--- src/sv/mss_pkg.sv ---
// shared constants, register indexes, control structs and saturation helper
// for the mass-spring string synthesizer; no dependencies
`default_nettype none

package mss_pkg;

  localparam int MAX_MASSES_DEF  = 64;
  localparam int SAMPLE_BITS_DEF = 24;

  localparam int CFG_INDEX_BITS = 3;
  localparam int CFG_DATA_BITS  = 16;

  localparam logic [CFG_INDEX_BITS-1:0] REG_MASS_COUNT  = 3'd0;
  localparam logic [CFG_INDEX_BITS-1:0] REG_STIFFNESS   = 3'd1;
  localparam logic [CFG_INDEX_BITS-1:0] REG_DAMPING     = 3'd2;
  localparam logic [CFG_INDEX_BITS-1:0] REG_EXCITE_NODE = 3'd3;
  localparam logic [CFG_INDEX_BITS-1:0] REG_PICKUP_NODE = 3'd4;

  localparam logic [6:0]  MASS_COUNT_RST = 7'd64;
  localparam logic [15:0] STIFFNESS_RST  = 16'd3277;
  localparam logic [14:0] DAMPING_RST    = 15'd0;

  // pass codes shared by controller and datapath
  localparam logic [1:0] PH_NONE  = 2'd0;
  localparam logic [1:0] PH_MOVE  = 2'd1;
  localparam logic [1:0] PH_FORCE = 2'd2;

  typedef struct packed {
    logic [6:0]  mass_count;
    logic [15:0] spring_stiffness;
    logic [14:0] damping_factor;
    logic [5:0]  excite_node;
    logic [5:0]  pickup_node;
  } cfg_t;

  typedef struct packed {
    logic       clear;
    logic       accept;
    logic       issue;
    logic [1:0] phase;
    logic       load_out;
  } cmd_t;

  typedef struct packed {
    logic busy;
    logic out_full;
  } status_t;

  function automatic logic signed [31:0] sat32(input logic signed [63:0] v);
    if (v > 64'sd2147483647) begin
      return 32'sh7fffffff;
    end else if (v < -64'sd2147483648) begin
      return 32'sh80000000;
    end else begin
      return v[31:0];
    end
  endfunction

endpackage

`default_nettype wire

--- src/sv/mss_ctrl.sv ---
// sequencer: clearing pass, position pass, force/velocity pass, result hand-off
// depends on mss_pkg
`default_nettype none

module mss_ctrl
  import mss_pkg::*;
#(
  parameter int MAX_MASSES = MAX_MASSES_DEF
) (
  input  wire logic                                 clk,
  input  wire logic                                 rst,
  input  wire logic [6:0]                           mass_count,
  input  wire logic                                 in_valid,
  output logic                                      in_ready,
  input  wire status_t                              status,
  output cmd_t                                      cmd,
  output logic      [$clog2(MAX_MASSES + 1)-1:0]    cnt,
  output logic      [$clog2(MAX_MASSES + 1)-1:0]    n
);
  localparam int CNT_BITS = $clog2(MAX_MASSES + 1);

  localparam logic [2:0] S_CLEAR = 3'd0;
  localparam logic [2:0] S_IDLE  = 3'd1;
  localparam logic [2:0] S_MOVE  = 3'd2;
  localparam logic [2:0] S_WAIT1 = 3'd3;
  localparam logic [2:0] S_FORCE = 3'd4;
  localparam logic [2:0] S_WAIT2 = 3'd5;
  localparam logic [2:0] S_OUT   = 3'd6;

  logic [2:0]          state, state_next;
  logic [CNT_BITS-1:0] cnt_next;

  always_comb begin
    if (mass_count == 7'd0) begin
      n = CNT_BITS'(1);
    end else if (32'(mass_count) > MAX_MASSES) begin
      n = CNT_BITS'(MAX_MASSES);
    end else begin
      n = CNT_BITS'(mass_count);
    end
  end

  assign in_ready = (state == S_IDLE);

  always_comb begin
    state_next   = state;
    cnt_next     = cnt;
    cmd.clear    = 1'b0;
    cmd.accept   = 1'b0;
    cmd.issue    = 1'b0;
    cmd.phase    = PH_NONE;
    cmd.load_out = 1'b0;
    case (state)
      S_CLEAR: begin
        cmd.clear = 1'b1;
        cnt_next  = cnt + 1'b1;
        if (cnt == CNT_BITS'(MAX_MASSES - 1)) begin
          state_next = S_IDLE;
          cnt_next   = '0;
        end
      end
      S_IDLE: begin
        if (in_valid) begin
          cmd.accept = 1'b1;
          cnt_next   = '0;
          state_next = S_MOVE;
        end
      end
      S_MOVE: begin
        cmd.issue = 1'b1;
        cmd.phase = PH_MOVE;
        cnt_next  = cnt + 1'b1;
        if (cnt == n - 1'b1) begin
          state_next = S_WAIT1;
        end
      end
      S_WAIT1: begin
        cmd.phase = PH_MOVE;
        if (!status.busy) begin
          cnt_next   = '0;
          state_next = S_FORCE;
        end
      end
      // one extra slot so the last mass sees its right neighbor window close
      S_FORCE: begin
        cmd.issue = 1'b1;
        cmd.phase = PH_FORCE;
        cnt_next  = cnt + 1'b1;
        if (cnt == n) begin
          state_next = S_WAIT2;
        end
      end
      S_WAIT2: begin
        cmd.phase = PH_FORCE;
        if (!status.busy) begin
          state_next = S_OUT;
        end
      end
      S_OUT: begin
        if (!status.out_full) begin
          cmd.load_out = 1'b1;
          state_next   = S_IDLE;
        end
      end
      default: begin
        state_next = S_IDLE;
      end
    endcase
  end

  always_ff @(posedge clk) begin
    if (rst) begin
      state <= S_CLEAR;
      cnt   <= '0;
    end else begin
      state <= state_next;
      cnt   <= cnt_next;
    end
  end
endmodule

`default_nettype wire

--- config.mk ---
export PLATFORM = sky130hd
export DESIGN_NAME = mss_ctrl
export DESIGN_NICKNAME = d
export VERILOG_FILES = /design/src/sv/mss_pkg.sv /design/src/sv/mss_ctrl.sv
export SDC_FILE = /design/constraint.sdc
export NUM_CORES = 1
export LEC_CHECK = 0
export BUFFER_PORTS_ARGS = -buffer_cell sky130_fd_sc_hd__buf_4
export CORE_UTILIZATION = 35
export CTS_CLUSTER_DIAMETER = 120
export DETAILED_ROUTE_END_ITERATION = 16
export GPL_TIMING_DRIVEN = 0
export PLACE_DENSITY = 0.61
export SYNTH_ARGS = -nofsm -noshare
export SYNTH_HDL_FRONTEND = slang
export SYNTH_SLANG_ARGS = --single-unit
--- constraint.sdc ---
create_clock -name clk -period 4.2 [get_ports clk]
set_input_delay 0.21 -clock clk [delete_from_list [all_inputs] [get_ports clk]]
set_output_delay 0.21 -clock clk [all_outputs]
set_load 0.03 [all_outputs]
==> metrics.yaml <==
cts:
  clock_sinks: 10
  cts_tree: "done"
  cts_setup_buffers: 0
  clk-insertion-delay-late_ns: 0.28
  clkTransAtPathRegs_ns: 0.08
  cts_resized: 0
  cts_buffers: 3
  cts_root_buf: "clkbuf_4"
  clockBufferDepth: 2
  htree_levels: 1
  cts_hold_buf: 0
route:
  detail_route.first_pass.iterations: 4
  wl_per_cell_um: 12.4
  vias: 1068
  drt_iter0_markers: 38
  viasPerCell: 5.31
  ant_nets: 0
  wirelength_um: 2480
  drc: 0
worst_setup_path:
  worstPathRequired_ns: 4.40
  start_kind: "input pin"
  crit_path_max_fanout: 7
  arrival_ns: 2.47
  criticalPathCategory: "in -> reg"
  crit_path_end_kind: "flip-flop"
sta:
  whs_ns: 0.132
  fin_setup_tns_ns: 0
  worstMarginPinSlew_ns: 0.426
  rsz0062_at_grt: "no"
  layout_worst_path_cycle_share_pct: 54.0
  relSlewSlack_pct: 71.5
  slew_violations: 0
  clock_skew_ns: 0.0151
  final.setup.worst_slack_ns: 1.93
  hold_violations: 0
  period_minus_slack_ns: 2.27
  setup_violations: 0
  fmax_mhz: 441
floorplan:
  dieHeight_um: 55.3
  dieArea_um2: 3060
  initial_utilization_pct: 38.4
  die_w_um: 55.3
  ios: 33
  fp.coreArea_um2: 2590
  row_count: 18
cells_and_area:
  multiInputGateArea_um2: 714
  finalNonFillerCells: 201
  final_common_cell: "buf_4"
  drive_gt1_share_pct: 24.0
  syn2layout_area_growth_pct: 30.1
  num-fill-cells: 256
  seq_area_um2: 200
  nets: 186
  layout.cells.most_common_list: "buf_4 (30), nor2_1 (16), nor2b_1 (10), dfxtp_1 (10), clkbuf_1 (9)"
  antenna_cells: 0
  postLayoutCellArea_um2: 1290
  fin_util_pct: 50.0
run_status:
  status: "finished clean"
yosys:
  ys_types: 39
  ys_async_sr_fraction_pct: 0
  synth_cells: 137
  syn_area_per_cell_um2: 7.26
  synth-seq-cells: 10
  ys_dominant_reg_cell: "dfxtp_1"
  synth_edf_count: 0
  syn_area_um2: 995
  ys_seq_area_share_pct: 20.1
  synthesis.nets: 151
  yosys_warnings: 0
grt:
  first_global_vias: 916
  grt_use_total_pct: 16.2
  grt_start_max_net_pins: 11
  grt_pass1_wl_um: 4050
  grt-ovfl-total: 0
  antenna_found_initial: 0
placed_design:
  gp_congestion: 0.834
  place_area_um2: 1260
  dp_hpwl_um: 1940
  port_buffers: 30
  dp.cells: 197
  dp_slack_ns: 1.63
power:
  power.total_uw: 499
  p_per_area_nw_per_um2: 386
  cellLeakagePower_nw: 0.548
  ir_drop_mv: 0.337
run:
  maxCapViolations: 0
worst_hold_path:
  hp-class: "in -> reg"
-- sequential cells by signal, summed over array words and instances, names as in the netlist --
signal,flops
cnt,7
state,3
-- per-layer routing --
layer	vias to the layer above	GRT usage, %	routed length [um]
met3	5	2.34	155
li1	546	-	-
met5	-	0	0
met2	29	24.3	1080
met4	0	6.43	38
met1	488	23.2	1210
-- worst max-delay path: stages --
cell and delay, ns:
buf_4 0.14, nor4_2 0.36, a21oi_1 0.12, nor2_1 0.23, inv_1 0.08, ha_1 0.31
xor2_1 0.17, nand3_1 0.09, nor4_1 0.34, a41oi_1 0.17, o31ai_1 0.24
-- report_power, final --
part	switching (mW)	internal (mW)	total, mW	leakage [nW]
Combinational	0.167	0.111	0.278	0.446
Clock	0.0374	0.0528	0.0901	0.0210
Sequential	0.0199	0.111	0.131	0.0813
-- cells by family (layout without fill, tap and decap cells) --
family	after synthesis	in the layout	synth area share, %
buffers and inverters	19	53	8.05
muxes	2	2	2.01
adders and majority gates	2	2	2.52
DFF	10	10	20.1
and+or+nand+nor	60	60	32.7
xor gates and xnor gates	14	14	12.3
AOI/OAI and AO/OA	30	30	22.3
-- cell type report --
class	count	share of cell area [%]
multi-input combinational	108	55.2
sequential	10	15.5
timing repair buffer	30	17.4
buffer	11	3.87
tap	30	2.90
inverter	8	2.32
clock buffer	4	2.80
-- synth_stat cells (all sizes together), types with 2 or more instances --
| master | n | area (um2) |
|---|---|---|
| a211oi | 3 | 22.5 |
| a21oi | 6 | 30.0 |
| a22oi | 2 | 15.0 |
| a31oi | 4 | 31.3 |
| and2 | 2 | 12.5 |
| buf | 2 | 16.3 |
| clkbuf | 9 | 33.8 |
| dfxtp | 10 | 200 |
| ha | 2 | 25.0 |
| inv | 8 | 30.0 |
| mux2i | 2 | 20.0 |
| nand2 | 8 | 30.0 |
| nand2b | 6 | 37.5 |
| nand3 | 5 | 25.0 |
| nand4 | 2 | 12.5 |
| nor2 | 16 | 60.1 |
| nor2b | 10 | 62.6 |
| nor3 | 4 | 20.0 |
| nor4 | 2 | 18.8 |
| nor4bb | 2 | 20.0 |
| o21a | 3 | 22.5 |
| o21ai | 2 | 10.0 |
| o32ai | 2 | 17.5 |
| xnor2 | 6 | 52.6 |
| xor2 | 8 | 70.1 |
-- final timing paths --
kind | start | cells past startpoint | slack, ns | endpoint
worst max-delay path | mass_count[5] | 11 | 1.93 | state[0]$_SDFFE_PP0P_
worst max register to register | cnt[5]$_SDFFE_PP0P_ | 7 | 2.30 | state[0]$_SDFFE_PP0P_
worst min-delay path | rst | 2 | 0.13 | state[1]$_SDFFE_PP0P_
worst min register to register | cnt[0]$_SDFFE_PP0P_ | 2 | 0.62 | cnt[0]$_SDFFE_PP0P_
Note: power is estimated with default switching activity, not from simulation.
