[src/sv/mss_pkg.sv]
// shared constants, register indexes, control structs and saturation helper
// for the mass-spring string synthesizer; no dependencies
`default_nettype none

package mss_pkg;

  localparam int MAX_MASSES_DEF  = 64;
  localparam int SAMPLE_BITS_DEF = 24;

  localparam int CFG_INDEX_BITS = 3;
  localparam int CFG_DATA_BITS  = 16;

  localparam logic [CFG_INDEX_BITS-1:0] REG_MASS_COUNT  = 3'd0;
  localparam logic [CFG_INDEX_BITS-1:0] REG_STIFFNESS   = 3'd1;
  localparam logic [CFG_INDEX_BITS-1:0] REG_DAMPING     = 3'd2;
  localparam logic [CFG_INDEX_BITS-1:0] REG_EXCITE_NODE = 3'd3;
  localparam logic [CFG_INDEX_BITS-1:0] REG_PICKUP_NODE = 3'd4;

  localparam logic [6:0]  MASS_COUNT_RST = 7'd64;
  localparam logic [15:0] STIFFNESS_RST  = 16'd3277;
  localparam logic [14:0] DAMPING_RST    = 15'd0;

  // pass codes shared by controller and datapath
  localparam logic [1:0] PH_NONE  = 2'd0;
  localparam logic [1:0] PH_MOVE  = 2'd1;
  localparam logic [1:0] PH_FORCE = 2'd2;

  typedef struct packed {
    logic [6:0]  mass_count;
    logic [15:0] spring_stiffness;
    logic [14:0] damping_factor;
    logic [5:0]  excite_node;
    logic [5:0]  pickup_node;
  } cfg_t;

  typedef struct packed {
    logic       clear;
    logic       accept;
    logic       issue;
    logic [1:0] phase;
    logic       load_out;
  } cmd_t;

  typedef struct packed {
    logic busy;
    logic out_full;
  } status_t;

  function automatic logic signed [31:0] sat32(input logic signed [63:0] v);
    if (v > 64'sd2147483647) begin
      return 32'sh7fffffff;
    end else if (v < -64'sd2147483648) begin
      return 32'sh80000000;
    end else begin
      return v[31:0];
    end
  endfunction

endpackage

`default_nettype wire

[src/sv/mss_cfg.sv]
// configuration register file, written through a plain index/data port
// depends on mss_pkg
`default_nettype none

module mss_cfg
  import mss_pkg::*;
(
  input  wire logic                      clk,
  input  wire logic                      rst,
  input  wire logic                      cfg_wr_en,
  input  wire logic [CFG_INDEX_BITS-1:0] cfg_index,
  input  wire logic [CFG_DATA_BITS-1:0]  cfg_data,
  output cfg_t                           cfg
);
  always_ff @(posedge clk) begin
    if (rst) begin
      cfg.mass_count       <= MASS_COUNT_RST;
      cfg.spring_stiffness <= STIFFNESS_RST;
      cfg.damping_factor   <= DAMPING_RST;
      cfg.excite_node      <= '0;
      cfg.pickup_node      <= '0;
    end else if (cfg_wr_en) begin
      case (cfg_index)
        REG_MASS_COUNT:  cfg.mass_count       <= cfg_data[6:0];
        REG_STIFFNESS:   cfg.spring_stiffness <= cfg_data;
        REG_DAMPING:     cfg.damping_factor   <= cfg_data[14:0];
        REG_EXCITE_NODE: cfg.excite_node      <= cfg_data[5:0];
        REG_PICKUP_NODE: cfg.pickup_node      <= cfg_data[5:0];
        default: ;
      endcase
    end
  end
endmodule

`default_nettype wire

[config.mk]
export PLATFORM = sky130hd
export DESIGN_NAME = mss_cfg
export DESIGN_NICKNAME = d
export VERILOG_FILES = /design/src/sv/mss_pkg.sv /design/src/sv/mss_cfg.sv
export SDC_FILE = /design/constraint.sdc
export NUM_CORES = 1
export LEC_CHECK = 0
export BUFFER_PORTS_ARGS = -buffer_cell sky130_fd_sc_hd__clkbuf_2
export CORE_ASPECT_RATIO = 0.7
export CORE_UTILIZATION = 53
export CTS_CLUSTER_DIAMETER = 40
export CTS_CLUSTER_SIZE = 14
export DETAILED_ROUTE_END_ITERATION = 12
export PLACE_DENSITY = 0.95
export SLEW_MARGIN = 20
export SYNTH_ARGS = -nofsm -noshare
export SYNTH_HDL_FRONTEND = slang
export SYNTH_SLANG_ARGS = --single-unit
[constraint.sdc]
create_clock -name clk -period 2.2 [get_ports clk]
set_clock_uncertainty 0.1 [all_clocks]
set_input_delay 0.66 -clock clk [delete_from_list [all_inputs] [get_ports clk]]
set_output_delay 0.66 -clock clk [all_outputs]
set_load 0.005 [all_outputs]
==> qor.yml, run 1 <==
outcome:
  status: "completed"
placement:
  dpl_cell_area_um2: 2440
  place_ws_ns: 0.210
  gp_congestion: 0.740
  place_inst: 303
  portBuffers: 71
  dpl.hpwl_um: 2970
cells_and_area:
  mostFrequentLayoutCells: "clkbuf_2, nand2b_1, mux2i_1, dfxtp_1, nor2_1"
  antennaDiodeCount: 0
  multi_input_area_um2: 997
  layout_commonest_cell: "clkbuf_2"
  fin_cells: 311
  seqCellArea_um2: 1000
  postLayoutCoreUtil_pct: 69.9
  top_register: "cfg"
  layout-drive-gt1-share_pct: 31.0
  fillers: 288
  largestRegisters: "cfg: 50 flops"
  largest_reg_flops: 50
  finalInstanceArea_um2: 2530
  layout.nets: 282
  syn_to_final_growth_pct: 22.9
routing:
  drcViolationCount: 0
  wire_per_inst_um: 13.2
  drtPass1Iterations: 4
  wl_um: 4090
  vias: 1539
  vias_per_cell: 4.95
  ant_nets: 0
  drt_iter0_markers: 44
grt:
  grt_pass1_vias: 1452
  grt_start_max_net_pins: 60
  grt_pass1_wl_um: 6620
  antenna_found_initial: 0
  grt_usage_pct: 21.4
  grt_overflow: 0
sta:
  finalMaxSlewViolations: 0
  worstMarginPinSlew_ns: 0.507
  finalSetupTns_ns: 0
  final.period_utilization_pct: 75.6
  maxSlewHeadroom_pct: 66.0
  fin_crit_ns: 1.66
  rsz0062_at_grt: "no"
  fmax_ghz: 0.601
  hold_viol_final: 0
  setup_slack_ns: 0.536
  fin_hold_ws_ns: 0.379
  setup_viol: 0
clocking:
  clock-root-buffer: "clkbuf_8"
  ctsResizeCount: 0
  cts-buffers-inserted: 5
  clock_path_buffers: 2
  cts.sinks: 50
  clk_latency_ns: 0.30
  tritoncts: "built"
  clk_pin_slew_worst_paths_ns: 0.09
  post_cts_buffers: 0
  hold_buffers: 0
  cts-htree-levels: 2
power_and_ir_drop:
  cellPowerDensity_nw_per_um2: 638
  clkPwrFrac_pct: 33.4
  ir_drop_uv: 476
  pwr-share-comb_pct: 8.8
  power.leakage_nw: 1.22
  power.net_switching_mw: 0.365
  p_sw_share_pct: 22.6
  total_power_mw: 1.62
  pwr-share-seq_pct: 57.8
  p_int_mw: 1.25
floorplanning:
  placementRows: 18
  dieWidth_um: 76.6
  start_util_pct: 56.9
  die_area_um2: 4150
  coreArea_um2: 3630
  ios: 72
  die_h_um: 54.2
setup_path:
  endpoint_kind: "flip-flop"
  critical_path_class: "in2reg"
  required_ns: 2.28
  crit_arrival_ns: 1.74
  start_kind: "input pin"
  crit_fanout: 7
synthesis:
  synth-warning-count: 0
  synth_top_family_by_area: "multiplexers"
  synth-simple-area-share_pct: 24.1
  synth_top_area_share_pct: 48.5
  ys_ff_latch: 50
  syn-num-nets: 216
  synth_compound_area_share_pct: 0
  synthesis.area_um2: 2060
  synth-seq-area-share_pct: 48.5
  synth_top_area_cell: "dfxtp_1"
  synth.area.top_cells: "dfxtp_1, mux2i_1, nand2b_1"
  synth_fa_ha_area_share_pct: 0
  ys_types: 12
  avgSynthCellArea_um2: 10.6
  synthXorXnorAreaFrac_pct: 0
  synthMuxAreaShare_pct: 24.3
  syn_inst: 194
job:
  cap_violations: 0
hold_path:
  hold_path.class: "reg2reg"
critical path, cell delays in order:
cell and delay [ns]:
clkbuf_2 0.13, or4b_1 0.75, mux2i_1 0.20
worst paths after layout:
kind | cells after the start | slack, ns | to | startpoint
max | 3 | 0.54 | cfg[48]$_SDFFE_PP0P_ | cfg_index[0]
min | 2 | 0.38 | cfg[19]$_SDFFE_PP0P_ | cfg[19]$_SDFFE_PP0P_
max reg2reg | 2 | 1.48 | cfg[48]$_SDFFE_PP0P_ | cfg[48]$_SDFFE_PP0P_
min reg2reg | 2 | 0.38 | cfg[19]$_SDFFE_PP0P_ | cfg[19]$_SDFFE_PP0P_
power by group through the flow:
| stage | clock (mW) | sequential, mW | combinational [mW] |
|---|---|---|---|
| final | 0.540 | 0.935 | 0.142 |
| after global routing | 0.591 | 0.938 | 0.156 |
| after CTS | 0.549 | 0.935 | 0.143 |
| after detailed placement | 0 | 0.956 | 0.143 |
| after global placement | 0 | 0.955 | 0.138 |
| after floorplan | 0 | 0.957 | 0.0816 |
cell type report:
cell class              count  area share, %
clock buffers               7           3.41
clock inverters             1          0.197
multi-input cells         130           39.3
flip-flops and latches     50           39.5
well taps                  50           2.47
repair buffers             73           15.1
cells by family after synthesis:
group	Yosys count
flip-flops	50
AND/OR/NAND/NOR	80
multiplexers	50
buffers and inverters	14
layer usage:
metal | routed length [um] | GRT usage [%] | vias to the layer above
li1 | - | - | 773
met1 | 1950 | 25.9 | 712
met2 | 1840 | 36.5 | 48
met3 | 256 | 6.61 | 6
met4 | 48 | 8.65 | 0
met5 | 0 | 0 | -
cell usage after synthesis:
cell and count:
and4bb_1 1, and4bb_2 1, buf_2 4, buf_4 2
clkbuf_1 8, dfxtp_1 50, mux2i_1 50, nand2b_1 58
nand4b_1 1, nand4bb_1 3, nor2_1 15, or4b_1 1
Note: power is estimated with default switching activity, not from simulation.
==> inputs of run 2 (changes only) <==
--- a/config.mk
+++ b/config.mk
@@ -7,11 +7,11 @@
 export LEC_CHECK = 0
 export BUFFER_PORTS_ARGS = -buffer_cell sky130_fd_sc_hd__clkbuf_2
 export CORE_ASPECT_RATIO = 0.7
-export CORE_UTILIZATION = 53
+export CORE_UTILIZATION = 49
 export CTS_CLUSTER_DIAMETER = 40
 export CTS_CLUSTER_SIZE = 14
 export DETAILED_ROUTE_END_ITERATION = 12
-export PLACE_DENSITY = 0.95
+export PLACE_DENSITY = 0.9
 export SLEW_MARGIN = 20
 export SYNTH_ARGS = -nofsm -noshare
 export SYNTH_HDL_FRONTEND = slang
==> constraint.sdc (replaced) <==
create_clock -name clk -period 1.65 [get_ports clk]
set_clock_uncertainty 0.1 [all_clocks]
set_input_delay 0.495 -clock clk [delete_from_list [all_inputs] [get_ports clk]]
set_output_delay 0.495 -clock clk [all_outputs]
set_load 0.005 [all_outputs]
==> run 2 against run 1 <==
Via count increased by 0.26%. Cell count increased by 4.2%. Die area increased by 7.9%. Global-route usage increased by 0.053 points. Combinational power increased by 49%. Critical path depth decreased by 2. Count of clock-buffer cells in the layout decreased by 2. Non-clock buffer count increased by 11. Sequential cell count unchanged. First-iteration DRC count decreased by 16%. Critical endpoint is now cfg[49]. Largest cell class unchanged. Largest power group unchanged.
==> qor.yml, run 2 (same netlist as run 1, synthesis figures left out) <==
outcome:
  status: "completed"
cells_and_area:
  largest_reg_flops: 50  # unchanged
  layout.nets: 293  # +3.9%
  layout_commonest_cell: "clkbuf_2"
  syn_to_final_growth_pct: 30.1
  antennaDiodeCount: 0  # unchanged
  largestRegisters: "cfg: 50 flops"
  multi_input_area_um2: 997  # unchanged
  fillers: 309  # +7.3%
  mostFrequentLayoutCells: "clkbuf_2, nand2b_1, mux2i_1, dfxtp_1, nor2_1"
  layout-drive-gt1-share_pct: 34.2  # +3.2 points
  postLayoutCoreUtil_pct: 67.6  # -2.3 points
  seqCellArea_um2: 1000  # unchanged
  finalInstanceArea_um2: 2680  # +5.9%
  top_register: "cfg"
power_and_ir_drop:
  power.leakage_nw: 1.29  # +5.8%
  total_power_mw: 2.35  # +46%
  cellPowerDensity_nw_per_um2: 877  # +38%
  ir_drop_uv: 561  # +18%
sta:
  fmax_ghz: 0.713
  setup_viol: 0  # unchanged
  finalSetupTns_ns: 0  # unchanged
  worstMarginPinSlew_ns: 0.235  # -0.272 ns
  rsz0062_at_grt: "no"
  finalMaxSlewViolations: 0  # unchanged
  fin_crit_ns: 1.40
  final.period_utilization_pct: 85.0
  maxSlewHeadroom_pct: 84.3  # +18 points
  setup_slack_ns: 0.248  # -0.288 ns
  hold_viol_final: 0  # unchanged
routing:
  ant_nets: 0  # unchanged
  vias_per_cell: 4.76  # -3.8%
  drcViolationCount: 0  # unchanged
  drt_iter0_markers: 37  # -16%
  vias: 1543  # +0.26%
  wl_um: 4330  # +5.8%
  wire_per_inst_um: 13.4  # +1.5%
  drtPass1Iterations: 4  # unchanged
setup_path:
  required_ns: 1.05  # -1.23 ns
  cp_slowest_cell: "dfxtp_1"
  crit_arrival_ns: 0.81  # -0.93 ns
  start_kind: "flip-flop"
  crit_buf_inv: 1  # unchanged
  critPathMaxStageDelay_ns: 0.36  # -0.39 ns
  endpoint_kind: "primary output"
  critical_path_class: "reg2out"
  crit_fanout: 2  # -5
  crit_chain: "clkbuf_2"
  critPathTopFamily: "flip-flops"
grt:
  grt_start_max_net_pins: 38  # -37%
  grt_pass1_vias: 1549  # +6.7%
  grt_pass1_wl_um: 7250  # +9.5%
  antenna_found_initial: 0  # unchanged
  grt_overflow: 0  # unchanged
  grt_usage_pct: 21.5  # +0.053 points
clocking:
  clock_path_buffers: 2  # unchanged
  tritoncts: "built"
  cts-buffers-inserted: 5  # unchanged
  clock-root-buffer: "clkbuf_8"
  ctsResizeCount: 0  # unchanged
  clk_latency_ns: 0.30  # about the same
  cts.sinks: 50  # unchanged
  cts-htree-levels: 2  # unchanged
  post_cts_buffers: 0  # unchanged
  hold_buffers: 0  # unchanged
  clk_pin_slew_worst_paths_ns: 0.10  # about the same
placement:
  portBuffers: 71  # unchanged
  gp_congestion: 0.722  # -2.4%
  dpl.hpwl_um: 3180  # +7.0%
  place_ws_ns: 0.00535  # -0.204 ns
  dpl_cell_area_um2: 2570  # +5.0%
floorplanning:
  die_area_um2: 4480  # +7.9%
  dieWidth_um: 79.6  # +3.9%
  coreArea_um2: 3970  # +9.5%
  placementRows: 19  # +1
  ios: 72  # unchanged
  die_h_um: 56.3  # +3.9%
  start_util_pct: 52.0  # -4.9 points
hold_path:
  hold_path.class: "in2reg"
job:
  cap_violations: 0  # unchanged
[run 2: cell types whose count changed in the layout (fill, tap and decap cells not counted)]
cell        before  now
clkbuf_1         1    0
buf_4            1    9
clkinvlp_4       0    1
clkbuf_8         6    5
buf_12           1    4
clkinv_2         1    0
bufinv_16        0    1
inv_8            0    1
[run 2: stage by stage]
step           hold WS, ns  std cells
3_5_place_dp         0.363        316
5_1_grt              0.344        324
2_1_floorplan        0.365        194
4_1_cts              0.337        324
6_report             0.344        324
3_3_place_gp         0.356        316
[run 2: final cells by class]
| cell class | instances | share of cell area [%] |
|---|---|---|
| Sequential cell | 50 | 37.3 |
| Timing Repair Buffer | 84 | 18.7 |
| Clock buffer | 5 | 2.56 |
| Clock inverter | 3 | 1.82 |
| Multi-Input combinational cell | 130 | 37.2 |
| Tap cell | 52 | 2.42 |
[run 2: power by group]
group          internal [mW]  switching (mW)  total, mW
clock network          0.462           0.433      0.895
logic                  0.115          0.0967      0.212
registers               1.23          0.0145       1.25
total                   1.81           0.544       2.35
[run 2: path summary, 6_finish.rpt]
path / from / endpoint / slack (ns) / cells after the start
worst max-delay path: cfg[49]$_SDFFE_PP1P_ / cfg[49] / 0.25 / 1
worst min-delay path: cfg_data[7] / cfg[19]$_SDFFE_PP0P_ / 0.34 / 3
worst max register to register: cfg[20]$_SDFFE_PP0P_ / cfg[20]$_SDFFE_PP0P_ / 0.90 / 2
worst min register to register: cfg[24]$_SDFFE_PP0P_ / cfg[24]$_SDFFE_PP0P_ / 0.38 / 2
[run 2: routing by layer]
metal | GRT usage, % | share of wire [%] | up-vias
li1 | - | - | 794
met1 | 27.8 | 49 | 700
met2 | 33.3 | 44 | 44
met3 | 6.67 | 5.9 | 5
met4 | 8.57 | 1.0 | 0
met5 | 0 | 0 | -
==> inputs of run 3 (changes only) <==
--- a/config.mk
+++ b/config.mk
@@ -7,11 +7,11 @@
 export LEC_CHECK = 0
 export BUFFER_PORTS_ARGS = -buffer_cell sky130_fd_sc_hd__clkbuf_2
 export CORE_ASPECT_RATIO = 0.7
-export CORE_UTILIZATION = 49
+export CORE_UTILIZATION = 44
 export CTS_CLUSTER_DIAMETER = 40
 export CTS_CLUSTER_SIZE = 14
 export DETAILED_ROUTE_END_ITERATION = 12
-export PLACE_DENSITY = 0.9
+export PLACE_DENSITY = 0.86
 export SLEW_MARGIN = 20
 export SYNTH_ARGS = -nofsm -noshare
 export SYNTH_HDL_FRONTEND = slang
==> constraint.sdc (replaced) <==
create_clock -name clk -period 1.25 [get_ports clk]
set_clock_uncertainty 0.1 [all_clocks]
set_input_delay 0.375 -clock clk [delete_from_list [all_inputs] [get_ports clk]]
set_output_delay 0.375 -clock clk [all_outputs]
set_load 0.005 [all_outputs]
==> run 3 against run 2 <==
The run now ends with DRC left. Sequential share of layout area rose by 0.45 points. Non-clock buffer count increased by 9. Highest routed layer unchanged. Register-to-register slack got worse by 0.45 ns.
==> qor.yml, run 3 (same netlist as run 1, synthesis figures left out) <==
setup_path:
  required_ns: 0.78  # -0.27 ns
  endpoint_kind: "primary output"
  crit_arrival_ns: 0.77  # -0.04 ns
  critPathTopFamily: "flip-flops"
  crit_fanout: 2  # unchanged
  crit_buf_inv: 1  # unchanged
  r2r-end: "cfg[14]$_SDFFE_PP0P_"
  crit_chain: "clkbuf_2"
  cp_slowest_cell: "dfxtp_2"
  critical_path_class: "reg2out"
  crit-reg2reg-launch: "cfg[14]$_SDFFE_PP0P_"
  start_kind: "flip-flop"
  r2r_cells: 3  # +1
  ff2ff_setup_slack_ns: 0.45  # -0.45 ns
  critPathMaxStageDelay_ns: 0.36  # about the same
placement:
  gp_congestion: 0.722  # about the same
  dpl.hpwl_um: 3200  # +0.55%
  portBuffers: 71  # unchanged
clocking:
  clock_path_buffers: 2  # unchanged
  cts.sinks: 50  # unchanged
  clk_latency_ns: 0.29  # about the same
  hold_buffers: 0  # unchanged
  tritoncts: "built"
  clk_pin_slew_worst_paths_ns: 0.09  # about the same
  cts-htree-levels: 2  # unchanged
  cts-buffers-inserted: 5  # unchanged
  clock-root-buffer: "clkbuf_8"
floorplanning:
  dieWidth_um: 83.8  # +5.4%
  die_h_um: 59.3  # +5.3%
  die_area_um2: 4970  # +11%
  ios: 72  # unchanged
  start_util_pct: 46.6  # -5.4 points
  placementRows: 20  # +1
  coreArea_um2: 4430  # +12%
grt:
  use_met1_pct: 23.3  # -4.5 points
  grt_usage_pct: 18.5  # -3.0 points
  grt_overflow: 0  # unchanged
  grt_pass1_wl_um: 7110  # -1.9%
  antenna_found_initial: 0  # unchanged
  met2_usage_pct: 31.0  # -2.3 points
  top_usage_layer: "met2"
  met3_usage_pct: 5.99  # -0.68 points
  grt_pass1_vias: 1529  # -1.3%
  grt_start_max_net_pins: 34  # -11%
sta:
  maxSlewHeadroom_pct: 82.2  # -2.0 points
  worstMarginPinSlew_ns: 0.265  # +0.0302 ns
  fin_crit_ns: 1.24
  rsz0062_at_grt: "yes"
  final.period_utilization_pct: 99.4
  setup_viol: 0  # unchanged
  finalSetupTns_ns: 0  # unchanged
  hold_viol_final: 0  # unchanged
  fmax_ghz: 0.805
  finalMaxSlewViolations: 0  # unchanged
cells_and_area:
  largest_reg_flops: 50  # unchanged
  antennaDiodeCount: 0  # unchanged
  layout-drive-gt1-share_pct: 54.3  # +20 points
  largestRegisters: "cfg: 50 flops"
  syn_to_final_growth_pct: 36.6
  layout.nets: 302  # +3.1%
  mostFrequentLayoutCells: "clkbuf_2, nand2b_1, mux2i_1, dfxtp_2, buf_4"
  layout_commonest_cell: "clkbuf_2"
  fillers: 370  # +20%
  top_register: "cfg"
routing:
  drcViolationCount: 5  # +5
  wire_per_inst_um: 13.2  # -1.1%
  wl_um: 4430  # +2.3%
  vias: 1620  # +5.0%
  vias_per_cell: 4.84  # +1.5%
  ant_nets: 0  # unchanged
  drtPass1Iterations: 8  # +4
  drt_iter0_markers: 42  # +14%
power_and_ir_drop:
  ir_drop_uv: 642  # +14%
  total_power_mw: 2.86  # +21%
  cellPowerDensity_nw_per_um2: 1010  # +16%
  power.leakage_nw: 1.35  # +5.0%
hold_path:
  hold_path_end: "cfg[18]$_SDFFE_PP0P_"
  hold_path.class: "in2reg"
  hold_start: "cfg_data[6]"
  whs_path_depth: 3  # unchanged
outcome:
  violations: "DRC"
  status: "finished, violations left"
job:
  cap_violations: 0  # unchanged
-- run 3: cell count changes in the layout (fill, tap and decap cells not counted), sizes merged --
cell	change
buf	+14
clkbuf	-5
bufinv	-1
clkinv	+1
clkinvlp	-1
-- run 3: how the worst max path moves through the flow --
stage / from / end / slack, ns / cells after the start
6_report: cfg[13]$_SDFFE_PP0P_ / cfg[13] / 0.008 / 1
5_1_grt: cfg[48]$_SDFFE_PP0P_ / cfg[48] / -0.03 / 1
4_1_cts: cfg[11]$_SDFFE_PP0P_ / cfg[11] / 0.001 / 1
3_5_place_dp: cfg_index[0] / cfg[44]$_SDFFE_PP0P_ / -0.24 / 3
3_3_place_gp: cfg_index[0] / cfg[44]$_SDFFE_PP0P_ / -0.21 / 3
2_1_floorplan: cfg_index[0] / cfg[44]$_SDFFE_PP0P_ / -0.12 / 3
-- run 3: metrics by stage --
stage / hold slack [ns] / setup slack (ns) / cells / area (um^2) / utilization [%]
finish: 0.212 / 0.00797 / 335 / 2820 / 63.6
global route: 0.234 / -0.0290 / 335 / 2820 / 63.6
CTS: 0.217 / 0.00103 / 325 / 2660 / 60.0
detailed placement: 0.365 / -0.242 / 318 / 2570 / 57.9
global placement: 0.357 / -0.214 / 318 / 2570 / 57.9
floorplan: 0.365 / -0.116 / 194 / 2080 / -
-- run 3: area by class of cell --
| class | instances | area (um^2) | area share, % |
|---|---|---|---|
| repair buffers | 93 | 602 | 21.4 |
| flip-flops and latches | 50 | 1060 | 37.7 |
| multi-input cells | 130 | 1000 | 35.5 |
| well taps | 55 | 68.8 | 2.44 |
| clock inverters | 2 | 13.8 | 0.488 |
| clock buffers | 5 | 68.8 | 2.44 |
-- run 3: repair_timing --
item,4_1_cts,5_1_grt
gates resized for setup,8,51
setup endpoints to repair,8,50
setup buffers,0,10
cloned,0,0
-- run 3: worst min-delay path, stage by stage --
cell      delay, ns
clkbuf_2       0.09
nand2b_1       0.06
mux2i_1        0.06
-- run 3: power breakdown --
group	switching, mW	internal [mW]
clock	0.525	0.388
sequential	0.0198	1.63
combinational	0.128	0.165
-- run 3: layer usage --
metal,vias to the layer above,wire [um]
li1,818,-
met1,749,2080
met2,49,2050
met3,4,263
met4,0,26
met5,-,0
